==> src/rtl/rleg_pkg.sv <==
// Shared constants and types of the LED effect generator.
`default_nettype none

package rleg_pkg;

   // Shared serial divider geometry.
   localparam int DIV_W = 32;
   localparam int DVS_W = 24;
   localparam int CNT_W = $clog2(DIV_W + 1);

   // Quotient bits produced for each division of a tick.
   localparam int ITERS_MOD   = 32;
   localparam int ITERS_FRAC  = 32;
   localparam int ITERS_LVL   = 17;
   localparam int ITERS_FADE  = 32;
   localparam int ITERS_SCALE = 15;
   localparam int ITERS_COLOR = 16;

   // Left alignment of a short dividend so that its top bit enters first.
   localparam int SH_LVL   = DIV_W - ITERS_LVL;
   localparam int SH_SCALE = DIV_W - ITERS_SCALE;
   localparam int SH_COLOR = DIV_W - ITERS_COLOR;

   localparam logic [9:0]  FRAC_ONE   = 10'd1000;
   localparam logic [6:0]  PCT_MAX    = 7'd100;
   localparam logic [7:0]  FULL_SCALE = 8'd255;
   localparam logic [21:0] MIN_PERIOD = 22'd200;

   // Operation codes of a request.
   localparam logic [2:0] OP_TICK   = 3'd0;
   localparam logic [2:0] OP_OFF    = 3'd1;
   localparam logic [2:0] OP_SOLID  = 3'd2;
   localparam logic [2:0] OP_BREATH = 3'd3;
   localparam logic [2:0] OP_FADE   = 3'd4;

   typedef enum logic [1:0] {
      MODE_OFF    = 2'd0,
      MODE_SOLID  = 2'd1,
      MODE_BREATH = 2'd2,
      MODE_FADE   = 2'd3
   } mode_type;

   typedef struct packed {
      logic             start;
      logic [CNT_W-1:0] iters;
   } div_ctl_type;

endpackage

`default_nettype wire

==> src/rtl/rleg_serial_div.sv <==
// Restoring divider that produces one quotient bit per cycle.
`default_nettype none

module rleg_serial_div (
   input  wire logic                        clock,
   input  wire logic                        reset,
   input  wire rleg_pkg::div_ctl_type       div_ctl,
   input  wire logic [rleg_pkg::DIV_W-1:0]  dividend,
   input  wire logic [rleg_pkg::DVS_W-1:0]  divisor,
   output logic                             done,
   output logic [rleg_pkg::DIV_W-1:0]       quotient,
   output logic [rleg_pkg::DVS_W-1:0]       remainder
);

   logic [rleg_pkg::DIV_W-1:0] quo_ff;
   logic [rleg_pkg::DVS_W-1:0] rem_ff;
   logic [rleg_pkg::DVS_W-1:0] dvs_ff;
   logic [rleg_pkg::CNT_W-1:0] cnt_ff;
   logic                       busy_ff;
   logic                       done_ff;
   logic [rleg_pkg::DVS_W:0]   partial;
   logic [rleg_pkg::DVS_W+1:0] diff;

   // The dividend arrives left aligned, so its top bit feeds the remainder first.
   assign partial = {rem_ff, quo_ff[rleg_pkg::DIV_W-1]};
   assign diff    = {1'b0, partial} - {2'b00, dvs_ff};

   always_ff @(posedge clock) begin
      if (reset) begin
         busy_ff <= 1'b0;
         done_ff <= 1'b0;
      end else begin
         done_ff <= 1'b0;
         if (div_ctl.start) begin
            quo_ff  <= dividend;
            rem_ff  <= '0;
            dvs_ff  <= divisor;
            cnt_ff  <= div_ctl.iters;
            busy_ff <= 1'b1;
         end else if (busy_ff) begin
            if (diff[rleg_pkg::DVS_W+1]) begin
               rem_ff <= partial[rleg_pkg::DVS_W-1:0];
               quo_ff <= {quo_ff[rleg_pkg::DIV_W-2:0], 1'b0};
            end else begin
               rem_ff <= diff[rleg_pkg::DVS_W-1:0];
               quo_ff <= {quo_ff[rleg_pkg::DIV_W-2:0], 1'b1};
            end
            cnt_ff <= cnt_ff - 1'b1;
            if (cnt_ff == rleg_pkg::CNT_W'(1)) begin
               busy_ff <= 1'b0;
               done_ff <= 1'b1;
            end
         end
      end
   end

   assign done      = done_ff;
   assign quotient  = quo_ff;
   assign remainder = rem_ff;

endmodule

`default_nettype wire

==> src/rtl/rgb_led_effect_generator_unit.sv <==
// LED effect generator: this file holds the top level with the effect sequencer.
// Commands (off, solid, breath, fade) take effect in the cycle they are
// accepted and give no result. A tick that needs no refresh only advances
// the tick count. A tick that refreshes runs a sequence of divisions through
// one shared bit-serial divider that yields one quotient bit per cycle. Off
// and solid ticks run the fewest divisions, fade ticks no fewer and breath
// ticks the most; the block then hands the color to the output register. A
// finished color waits in that register while the next request is taken;
// a later tick stalls at its end until it is free. The brightness cap
// register is written through the csr port while the block is idle; any
// write forces a refresh on the next tick.
`default_nettype none

module rgb_led_effect_generator_unit (
   input  wire logic        clock,
   input  wire logic        reset,
   input  wire logic        req_valid,
   output logic             req_ready,
   input  wire logic [2:0]  req_operation,
   input  wire logic [7:0]  req_red_in,
   input  wire logic [7:0]  req_green_in,
   input  wire logic [7:0]  req_blue_in,
   input  wire logic [7:0]  req_level_pct,
   input  wire logic [7:0]  req_low_pct,
   input  wire logic [7:0]  req_high_pct,
   input  wire logic [21:0] req_period_ms,
   input  wire logic [23:0] req_duration_ms,
   output logic             rsp_valid,
   input  wire logic        rsp_ready,
   output logic [7:0]       rsp_red_out,
   output logic [7:0]       rsp_green_out,
   output logic [7:0]       rsp_blue_out,
   input  wire logic        csr_valid,
   output logic             csr_ready,
   input  wire logic [6:0]  csr_brightness_cap_pct
);

   typedef enum logic [3:0] {
      ST_IDLE,
      ST_FADE_EL,
      ST_FADE_CMP,
      ST_FADE_DIV,
      ST_BR_POS,
      ST_BR_FRAC,
      ST_BR_LVL,
      ST_SCALE1,
      ST_SCALE2,
      ST_RED,
      ST_GREEN,
      ST_BLUE,
      ST_OUT
   } state_type;

   state_type             state_ff;
   rleg_pkg::mode_type    mode_ff;
   logic [6:0]            cap_ff;
   logic [7:0]            color_red_ff;
   logic [7:0]            color_green_ff;
   logic [7:0]            color_blue_ff;
   logic [6:0]            current_level_ff;
   logic [6:0]            fade_from_ff;
   logic [23:0]           fade_length_ff;
   logic [31:0]           fade_start_ff;
   logic [21:0]           breath_period_ff;
   logic [6:0]            breath_low_ff;
   logic [6:0]            breath_high_ff;
   logic [31:0]           tick_count_ff;
   logic                  refresh_ff;
   logic [31:0]           elapsed_ff;
   logic                  lower_half_ff;
   logic [7:0]            applied_ff;
   logic [7:0]            res_red_ff;
   logic [7:0]            res_green_ff;
   logic                  rsp_valid_ff;
   logic [7:0]            rsp_red_ff;
   logic [7:0]            rsp_green_ff;
   logic [7:0]            rsp_blue_ff;

   rleg_pkg::div_ctl_type      div_ctl_ff;
   logic [rleg_pkg::DIV_W-1:0] dividend_ff;
   logic [rleg_pkg::DVS_W-1:0] divisor_ff;
   logic                       div_done;
   logic [rleg_pkg::DIV_W-1:0] div_quo;
   logic [rleg_pkg::DVS_W-1:0] div_rem;

   logic                       req_xfer;
   logic                       csr_xfer;
   logic                       animating;
   logic [31:0]                tick_x10;
   logic [6:0]                 span_top;
   logic [6:0]                 span_base;
   logic                       span_neg;
   logic [6:0]                 span_mag;
   logic [6:0]                 interp_pct;
   logic [20:0]                half;
   logic [21:0]                pos;
   logic                       pos_lower;
   logic [21:0]                num;
   logic [9:0]                 frac;
   logic                       fade_done;
   logic [6:0]                 solid_pct;
   logic [23:0]                mul_a_in;
   logic [9:0]                 mul_b_in;
   logic [33:0]                product;
   logic [rleg_pkg::DIV_W-1:0] dividend_in;
   logic [rleg_pkg::DVS_W-1:0] divisor_in;
   logic [rleg_pkg::CNT_W-1:0] iters_in;

   function automatic logic [31:0] times_ten(input logic [31:0] v);
      return (v << 3) + (v << 1);
   endfunction

   function automatic logic [6:0] sat_pct(input logic [7:0] v);
      return (v > {1'b0, rleg_pkg::PCT_MAX}) ? rleg_pkg::PCT_MAX : v[6:0];
   endfunction

   assign req_ready = (state_ff == ST_IDLE);
   assign csr_ready = (state_ff == ST_IDLE) && !req_valid;
   assign req_xfer  = req_valid && req_ready;
   assign csr_xfer  = csr_valid && csr_ready;
   assign animating = (mode_ff == rleg_pkg::MODE_BREATH) || (mode_ff == rleg_pkg::MODE_FADE);
   assign tick_x10  = times_ten(tick_count_ff);

   // Interpolation between two levels, shared by breath and fade.
   assign span_top   = (mode_ff == rleg_pkg::MODE_BREATH) ? breath_high_ff : current_level_ff;
   assign span_base  = (mode_ff == rleg_pkg::MODE_BREATH) ? breath_low_ff : fade_from_ff;
   assign span_neg   = span_top < span_base;
   assign span_mag   = span_neg ? (span_base - span_top) : (span_top - span_base);
   assign interp_pct = span_neg ? (span_base - div_quo[6:0]) : (span_base + div_quo[6:0]);

   // Breath phase: position in the period and its distance into the current half.
   assign half      = breath_period_ff[21:1];
   assign pos       = div_rem[21:0];
   assign pos_lower = pos < {1'b0, half};
   assign num       = pos_lower ? pos : (pos - {1'b0, half});
   assign frac      = lower_half_ff ? div_quo[9:0] : (rleg_pkg::FRAC_ONE - div_quo[9:0]);

   assign fade_done = elapsed_ff >= {8'd0, fade_length_ff};
   assign solid_pct = (mode_ff == rleg_pkg::MODE_SOLID) ? current_level_ff : 7'd0;

   // One multiplier feeds the dividend register of the next division.
   always_comb begin
      mul_a_in = '0;
      mul_b_in = '0;
      case (state_ff)
         ST_IDLE: begin
            mul_a_in = {17'd0, solid_pct};
            mul_b_in = {2'd0, rleg_pkg::FULL_SCALE};
         end
         ST_FADE_CMP: begin
            if (fade_done) begin
               mul_a_in = {17'd0, current_level_ff};
               mul_b_in = {2'd0, rleg_pkg::FULL_SCALE};
            end else begin
               mul_a_in = elapsed_ff[23:0];
               mul_b_in = {3'd0, span_mag};
            end
         end
         ST_FADE_DIV, ST_BR_LVL: begin
            mul_a_in = {17'd0, interp_pct};
            mul_b_in = {2'd0, rleg_pkg::FULL_SCALE};
         end
         ST_BR_POS: begin
            mul_a_in = {2'd0, num};
            mul_b_in = rleg_pkg::FRAC_ONE;
         end
         ST_BR_FRAC: begin
            mul_a_in = {14'd0, frac};
            mul_b_in = {3'd0, span_mag};
         end
         ST_SCALE1: begin
            mul_a_in = {16'd0, div_quo[7:0]};
            mul_b_in = {3'd0, cap_ff};
         end
         ST_SCALE2: begin
            mul_a_in = {16'd0, color_red_ff};
            mul_b_in = {2'd0, div_quo[7:0]};
         end
         ST_RED: begin
            mul_a_in = {16'd0, color_green_ff};
            mul_b_in = {2'd0, applied_ff};
         end
         ST_GREEN: begin
            mul_a_in = {16'd0, color_blue_ff};
            mul_b_in = {2'd0, applied_ff};
         end
         default: begin
            mul_a_in = '0;
            mul_b_in = '0;
         end
      endcase
   end

   assign product = 34'(mul_a_in) * 34'(mul_b_in);

   // Operands of the division that the current state launches.
   always_comb begin
      dividend_in = product[31:0] << rleg_pkg::SH_SCALE;
      divisor_in  = {17'd0, rleg_pkg::PCT_MAX};
      iters_in    = rleg_pkg::CNT_W'(rleg_pkg::ITERS_SCALE);
      case (state_ff)
         ST_IDLE: begin
            if (mode_ff == rleg_pkg::MODE_BREATH) begin
               dividend_in = tick_x10;
               divisor_in  = {2'd0, breath_period_ff};
               iters_in    = rleg_pkg::CNT_W'(rleg_pkg::ITERS_MOD);
            end
         end
         ST_FADE_CMP: begin
            if (!fade_done) begin
               dividend_in = product[31:0];
               divisor_in  = fade_length_ff;
               iters_in    = rleg_pkg::CNT_W'(rleg_pkg::ITERS_FADE);
            end
         end
         ST_BR_POS: begin
            dividend_in = product[31:0];
            divisor_in  = {3'd0, half};
            iters_in    = rleg_pkg::CNT_W'(rleg_pkg::ITERS_FRAC);
         end
         ST_BR_FRAC: begin
            dividend_in = product[31:0] << rleg_pkg::SH_LVL;
            divisor_in  = {14'd0, rleg_pkg::FRAC_ONE};
            iters_in    = rleg_pkg::CNT_W'(rleg_pkg::ITERS_LVL);
         end
         ST_SCALE2, ST_RED, ST_GREEN: begin
            dividend_in = product[31:0] << rleg_pkg::SH_COLOR;
            divisor_in  = {16'd0, rleg_pkg::FULL_SCALE};
            iters_in    = rleg_pkg::CNT_W'(rleg_pkg::ITERS_COLOR);
         end
         default: begin
            dividend_in = product[31:0] << rleg_pkg::SH_SCALE;
            divisor_in  = {17'd0, rleg_pkg::PCT_MAX};
            iters_in    = rleg_pkg::CNT_W'(rleg_pkg::ITERS_SCALE);
         end
      endcase
   end

   always_ff @(posedge clock) begin
      if (reset) begin
         state_ff          <= ST_IDLE;
         mode_ff           <= rleg_pkg::MODE_OFF;
         cap_ff            <= rleg_pkg::PCT_MAX;
         color_red_ff      <= '0;
         color_green_ff    <= '0;
         color_blue_ff     <= '0;
         current_level_ff  <= '0;
         fade_from_ff      <= '0;
         fade_length_ff    <= '0;
         fade_start_ff     <= '0;
         breath_period_ff  <= rleg_pkg::MIN_PERIOD;
         breath_low_ff     <= '0;
         breath_high_ff    <= '0;
         tick_count_ff     <= '0;
         refresh_ff        <= 1'b0;
         rsp_valid_ff      <= 1'b0;
         div_ctl_ff        <= '0;
      end else begin
         div_ctl_ff.start <= 1'b0;
         if (rsp_valid_ff && rsp_ready) begin
            rsp_valid_ff <= 1'b0;
         end

         unique case (state_ff)
            ST_IDLE: begin
               if (csr_xfer) begin
                  cap_ff     <= sat_pct({1'b0, csr_brightness_cap_pct});
                  refresh_ff <= 1'b1;
               end
               if (req_xfer) begin
                  unique case (req_operation)
                     rleg_pkg::OP_TICK: begin
                        refresh_ff <= animating;
                        if (animating || refresh_ff) begin
                           if (mode_ff == rleg_pkg::MODE_FADE) begin
                              elapsed_ff <= tick_count_ff - fade_start_ff;
                              state_ff   <= ST_FADE_EL;
                           end else begin
                              div_ctl_ff  <= '{start: 1'b1, iters: iters_in};
                              dividend_ff <= dividend_in;
                              divisor_ff  <= divisor_in;
                              state_ff    <= (mode_ff == rleg_pkg::MODE_BREATH) ?
                                             ST_BR_POS : ST_SCALE1;
                           end
                        end else begin
                           tick_count_ff <= tick_count_ff + 32'd1;
                        end
                     end
                     rleg_pkg::OP_OFF: begin
                        mode_ff    <= rleg_pkg::MODE_OFF;
                        refresh_ff <= 1'b1;
                     end
                     rleg_pkg::OP_SOLID: begin
                        color_red_ff     <= req_red_in;
                        color_green_ff   <= req_green_in;
                        color_blue_ff    <= req_blue_in;
                        current_level_ff <= sat_pct(req_level_pct);
                        mode_ff          <= rleg_pkg::MODE_SOLID;
                        refresh_ff       <= 1'b1;
                     end
                     rleg_pkg::OP_BREATH: begin
                        color_red_ff     <= req_red_in;
                        color_green_ff   <= req_green_in;
                        color_blue_ff    <= req_blue_in;
                        breath_period_ff <= (req_period_ms < rleg_pkg::MIN_PERIOD) ?
                                            rleg_pkg::MIN_PERIOD : req_period_ms;
                        breath_low_ff    <= sat_pct(req_low_pct);
                        breath_high_ff   <= sat_pct(req_high_pct);
                        mode_ff          <= rleg_pkg::MODE_BREATH;
                        refresh_ff       <= 1'b1;
                     end
                     rleg_pkg::OP_FADE: begin
                        color_red_ff     <= req_red_in;
                        color_green_ff   <= req_green_in;
                        color_blue_ff    <= req_blue_in;
                        fade_from_ff     <= current_level_ff;
                        current_level_ff <= sat_pct(req_level_pct);
                        fade_length_ff   <= req_duration_ms;
                        fade_start_ff    <= tick_count_ff;
                        mode_ff          <= rleg_pkg::MODE_FADE;
                        refresh_ff       <= 1'b1;
                     end
                     default: begin
                        // Unused operation codes leave the state alone.
                        refresh_ff <= refresh_ff;
                     end
                  endcase
               end
            end
            ST_FADE_EL: begin
               elapsed_ff <= times_ten(elapsed_ff);
               state_ff   <= ST_FADE_CMP;
            end
            ST_FADE_CMP: begin
               // A fade whose time has run out settles on its target level.
               if (fade_done) begin
                  mode_ff  <= rleg_pkg::MODE_SOLID;
                  state_ff <= ST_SCALE1;
               end else begin
                  state_ff <= ST_FADE_DIV;
               end
               div_ctl_ff  <= '{start: 1'b1, iters: iters_in};
               dividend_ff <= dividend_in;
               divisor_ff  <= divisor_in;
            end
            ST_FADE_DIV, ST_BR_LVL, ST_SCALE1, ST_RED, ST_GREEN: begin
               if (div_done) begin
                  div_ctl_ff  <= '{start: 1'b1, iters: iters_in};
                  dividend_ff <= dividend_in;
                  divisor_ff  <= divisor_in;
                  if (state_ff == ST_RED) begin
                     res_red_ff <= div_quo[7:0];
                     state_ff   <= ST_GREEN;
                  end else if (state_ff == ST_GREEN) begin
                     res_green_ff <= div_quo[7:0];
                     state_ff     <= ST_BLUE;
                  end else if (state_ff == ST_SCALE1) begin
                     state_ff <= ST_SCALE2;
                  end else begin
                     state_ff <= ST_SCALE1;
                  end
               end
            end
            ST_BR_POS: begin
               if (div_done) begin
                  lower_half_ff <= pos_lower;
                  div_ctl_ff    <= '{start: 1'b1, iters: iters_in};
                  dividend_ff   <= dividend_in;
                  divisor_ff    <= divisor_in;
                  state_ff      <= ST_BR_FRAC;
               end
            end
            ST_BR_FRAC: begin
               if (div_done) begin
                  div_ctl_ff  <= '{start: 1'b1, iters: iters_in};
                  dividend_ff <= dividend_in;
                  divisor_ff  <= divisor_in;
                  state_ff    <= ST_BR_LVL;
               end
            end
            ST_SCALE2: begin
               if (div_done) begin
                  applied_ff  <= div_quo[7:0];
                  div_ctl_ff  <= '{start: 1'b1, iters: iters_in};
                  dividend_ff <= dividend_in;
                  divisor_ff  <= divisor_in;
                  state_ff    <= ST_RED;
               end
            end
            ST_BLUE: begin
               if (div_done) begin
                  state_ff <= ST_OUT;
               end
            end
            ST_OUT: begin
               // The blue quotient stays in the divider until the next launch.
               if (!rsp_valid_ff || rsp_ready) begin
                  rsp_valid_ff  <= 1'b1;
                  rsp_red_ff    <= res_red_ff;
                  rsp_green_ff  <= res_green_ff;
                  rsp_blue_ff   <= div_quo[7:0];
                  tick_count_ff <= tick_count_ff + 32'd1;
                  state_ff      <= ST_IDLE;
               end
            end
            default: begin
               state_ff <= ST_IDLE;
            end
         endcase
      end
   end

   rleg_serial_div u_div (
      .clock     (clock),
      .reset     (reset),
      .div_ctl   (div_ctl_ff),
      .dividend  (dividend_ff),
      .divisor   (divisor_ff),
      .done      (div_done),
      .quotient  (div_quo),
      .remainder (div_rem)
   );

   assign rsp_valid     = rsp_valid_ff;
   assign rsp_red_out   = rsp_red_ff;
   assign rsp_green_out = rsp_green_ff;
   assign rsp_blue_out  = rsp_blue_ff;

endmodule

`default_nettype wire

==> config.mk <==
export PLATFORM = sky130hd
export DESIGN_NAME = rgb_led_effect_generator_unit
export DESIGN_NICKNAME = d
export VERILOG_FILES = /design/src/rtl/rleg_pkg.sv /design/src/rtl/rleg_serial_div.sv /design/src/rtl/rgb_led_effect_generator_unit.sv
export SDC_FILE = /design/constraint.sdc
export NUM_CORES = 2
export LEC_CHECK = 0
export ABC_AREA = 0
export BUFFER_PORTS_ARGS = -buffer_cell sky130_fd_sc_hd__buf_2
export CAP_MARGIN = 20
export CELL_PAD_IN_SITES_DETAIL_PLACEMENT = 1
export CELL_PAD_IN_SITES_GLOBAL_PLACEMENT = 1
export CORE_MARGIN = 2
export CORE_UTILIZATION = 53
export DETAILED_ROUTE_END_ITERATION = 12
export PLACE_DENSITY_LB_ADDON = 0.1
export SYNTH_ARGS = -nofsm -noshare
export SYNTH_HDL_FRONTEND = slang
export SYNTH_HIERARCHICAL = 1
export SYNTH_SLANG_ARGS = --single-unit
==> constraint.sdc <==
create_clock -name clock -period 22.8 [get_ports clock]
set_input_delay 3.42 -clock clock [delete_from_list [all_inputs] [get_ports clock]]
set_output_delay 3.42 -clock clock [all_outputs]
set_load 0.05 [all_outputs]
==> run_results.csv <==
group,metric,value,unit
status,status,"complete, no violations",
synthesis,syn_inst,3715,
sta,slew_viol_final,0,
min_path,min_path_type,"flip-flop to flip-flop",
sta,fin_ws,11.51,ns
clock_network,cts_tree,"yes",
clock_network,h-tree-depth,2,
critical_path,cp.required,23.15,ns
sta,setup_violations,0,
job,cap_violations,0,
detailed_routing,wl_per_cell,26.54,um
synthesis,synth.largest_area_cell,"edfxtp_1",
floorplanning,pin_count,136,
critical_path,cp-start-kind,"flip-flop",
floorplanning,die_area,0.06426,mm2
synthesis,synthArstFlopShare,0,%
finish,multi_input_area,0.02085,mm2
placed_design,gp_congestion,0.9885,
synthesis,synth_commonest_cells,"nand2_1 (536), inv_1 (321), a21oi_1 (304)",
clock_network,cts_buffer_depth,3,
grt,grt-ovfl-total,0,
sta,hold_violations,0,
finish,seq_area,0.01038,mm2
placed_design,place_hpwl,96540,um
grt,grt_util_all_layers,38.95,%
critical_path,crit_fanout,19,
sta,final.min_clock_period,11.29,ns
detailed_routing,drt-total-wl,124300,um
sta,setup_tns,0,ns
placed_design,post-place-ws,11.65,ns
floorplanning,initial_core_util,53.56,%
clock_network,clock_latency,0.64,ns
placed_design,dp.cells,4588,
detailed_routing,via_count,30020,
synthesis,synth_top_area_share,20.30,%
synthesis,avgSynthCellArea,8.881,um2
critical_path,rr_worst_depth,37,
grt,grt_pass1_wl,190100,um
clock_network,cts-root-buf,"clkbuf_16",
finish,drive_above_1_share,9.661,%
clock_network,postCtsSetupBuffers,0,
detailed_routing,drcViolationCount,0,
clock_network,cts_buffers,47,
power,power.density,151.7,mW/mm2
synthesis,synth_enable_flop_cells,223,
sta,rsz0062_at_grt,"no",
critical_path,criticalPathCategory,"flip-flop to flip-flop",
synthesis,synthTopCellsByArea,"edfxtp_1 (20%), dfxtp_1 (11%), fa_1 (11%)",
min_path,holdPathStages,0,
finish,area_delta_synth_final,9.837,%
critical_path,max_stage_delay,0.67,ns
synthesis,yosysWarningCount,6,
clock_network,ctsHoldBuffers,0,
detailed_routing,vias_per_cell,6.411,
detailed_routing,first_pass_iters,8,
clock_network,clk_pin_slew,0.06,ns
critical_path,crit_arrival,11.65,ns
finish,final_nets,4328,
synthesis,synth.most_common_cell,"nand2_1",
placed_design,io_buffer_count,135,
sta,timing.final.crit_share,49.52,%
detailed_routing,ant_nets,0,
grt,grt_pass1_vias,31830,
synthesis,synth-seq-cells,407,
synthesis,yosysSeqAreaShare,31.46,%
clock_network,ctsResizeCount,0,
floorplanning,die_h,253.5,um
power,peakVddDrop,0.0002125,V
detailed_routing,drt-initial-drc-count,2741,
sta,worst-slew-pin-transition,1.276,ns
clock_network,numClockSinks,407,
critical_path,cp_common_cell,"fa_1",
power,p_leak,14.85,nW
critical_path,crit_path_end_kind,"flip-flop",
critical_path,critical-path-slowest-cell,"a211oi_1",
synthesis,synthFlopType,"edfxtp_1",
grt,grt_max_degree,73,
sta,max_clock_freq,0.08856,GHz
floorplanning,die_w,253.5,um
grt,antenna_found_initial,7,
finish,final_cells,4682,
floorplanning,coreArea,0.06160,mm2
critical_path,r2r_slack,11.51,ns
finish,n_fill_cell,7197,
synthesis,ys_types,103,
finish,final_core_util,58.83,%
sta,finClkSkew,0.03480,ns
sta,max-slew-margin-rel,14.26,%
floorplanning,row_count,91,
synthesis,netlist_area,0.03299,mm2
[layout by cell type, fill, tap and decap left out, types with 53 or more instances in the layout]
master,n
edfxtp_1,223
nand2_1,536
nor2_1,282
xor2_1,84
a21oi_1,304
fa_1,181
dfxtp_1,183
inv_1,321
nor3_1,53
xnor2_1,94
a21o_1,55
nand3_1,62
ha_1,237
o21ai_0,170
buf_2,134
clkbuf_16,55
[routing by layer]
layer	vias up	GRT usage (%)	share of wire, %
met1	15120	50.28	41
met5	-	0	0.025
met3	343	7.365	7.8
met2	1254	63.46	46
met4	4	17.82	5.0
li1	13300	-	-
[worst paths after layout]
check	startpoint	to
setup / recovery	mode_ff[1]	dividend_ff[23]
hold / removal	divisor_ff[6]	u_div/dvs_ff[6]
setup reg to reg	mode_ff[1]	dividend_ff[23]
hold reg to reg	divisor_ff[6]	u_div/dvs_ff[6]
[cell families after synthesis]
kind of cell	synth area share [%]
adder cells (fa/ha/maj)	19.97
buffers and inverters	5.605
flip-flops	31.46
multiplexers	2.177
XOR/XNOR	4.725
AND/OR/NAND/NOR	16.74
other	0.02276
AO/OA/AOI/OAI	19.30
[report_power, final]
part | switching [mW] | internal, mW | total (mW) | leakage (nW)
Clock | 0.338 | 0.488 | 0.827 | 0.834
Combinational | 2.44 | 1.24 | 3.68 | 10.5
Sequential | 0.0736 | 0.918 | 0.991 | 3.53
[metrics by stage]
| step | cell area (um2) | total power, mW | hold WS (ns) |
|---|---|---|---|
| 2_1_floorplan | 33000 | 3.378 | 0.4003 |
| 3_3_place_gp | 34490 | 4.401 | 0.4032 |
| 3_5_place_dp | 34500 | 4.533 | 0.4057 |
| 4_1_cts | 36200 | 5.409 | 0.4150 |
| 5_1_grt | 36230 | 5.857 | 0.4273 |
| 6_report | 36240 | 5.497 | 0.4101 |
[state kept, by name, indices dropped and copies added (netlist names), 22 cells and up]
register and flops:
u_div/quotient 32, u_div/remainder 24, fade_start_ff 32, divisor_ff 24, tick_count_ff 32, fade_length_ff 24, breath_period_ff 22, elapsed_ff 32
u_div/dvs_ff 24, dividend_ff 32
[layout make-up]
type / count / area share, %
tap: 837 / 2.890
inverter: 324 / 3.356
clock inverter: 14 / 0.4696
multi-input combinational: 2841 / 57.52
clock buffer: 74 / 4.223
sequential: 407 / 28.65
timing repair buffer: 180 / 2.859
antenna: 5 / 0.03453
[worst max-delay path, delay by kind of cell (launching register included)]
family	cells	cell delay (ns)
AOI/OAI and AO/OA	16	4.52
xor gates and xnor gates	3	0.50
adders and majority gates	8	3.75
buffers and inverters	4	0.47
DFF	1	0.56
muxes	1	0.44
and+or+nand+nor	5	0.80
(Power assumes the default switching activity.)
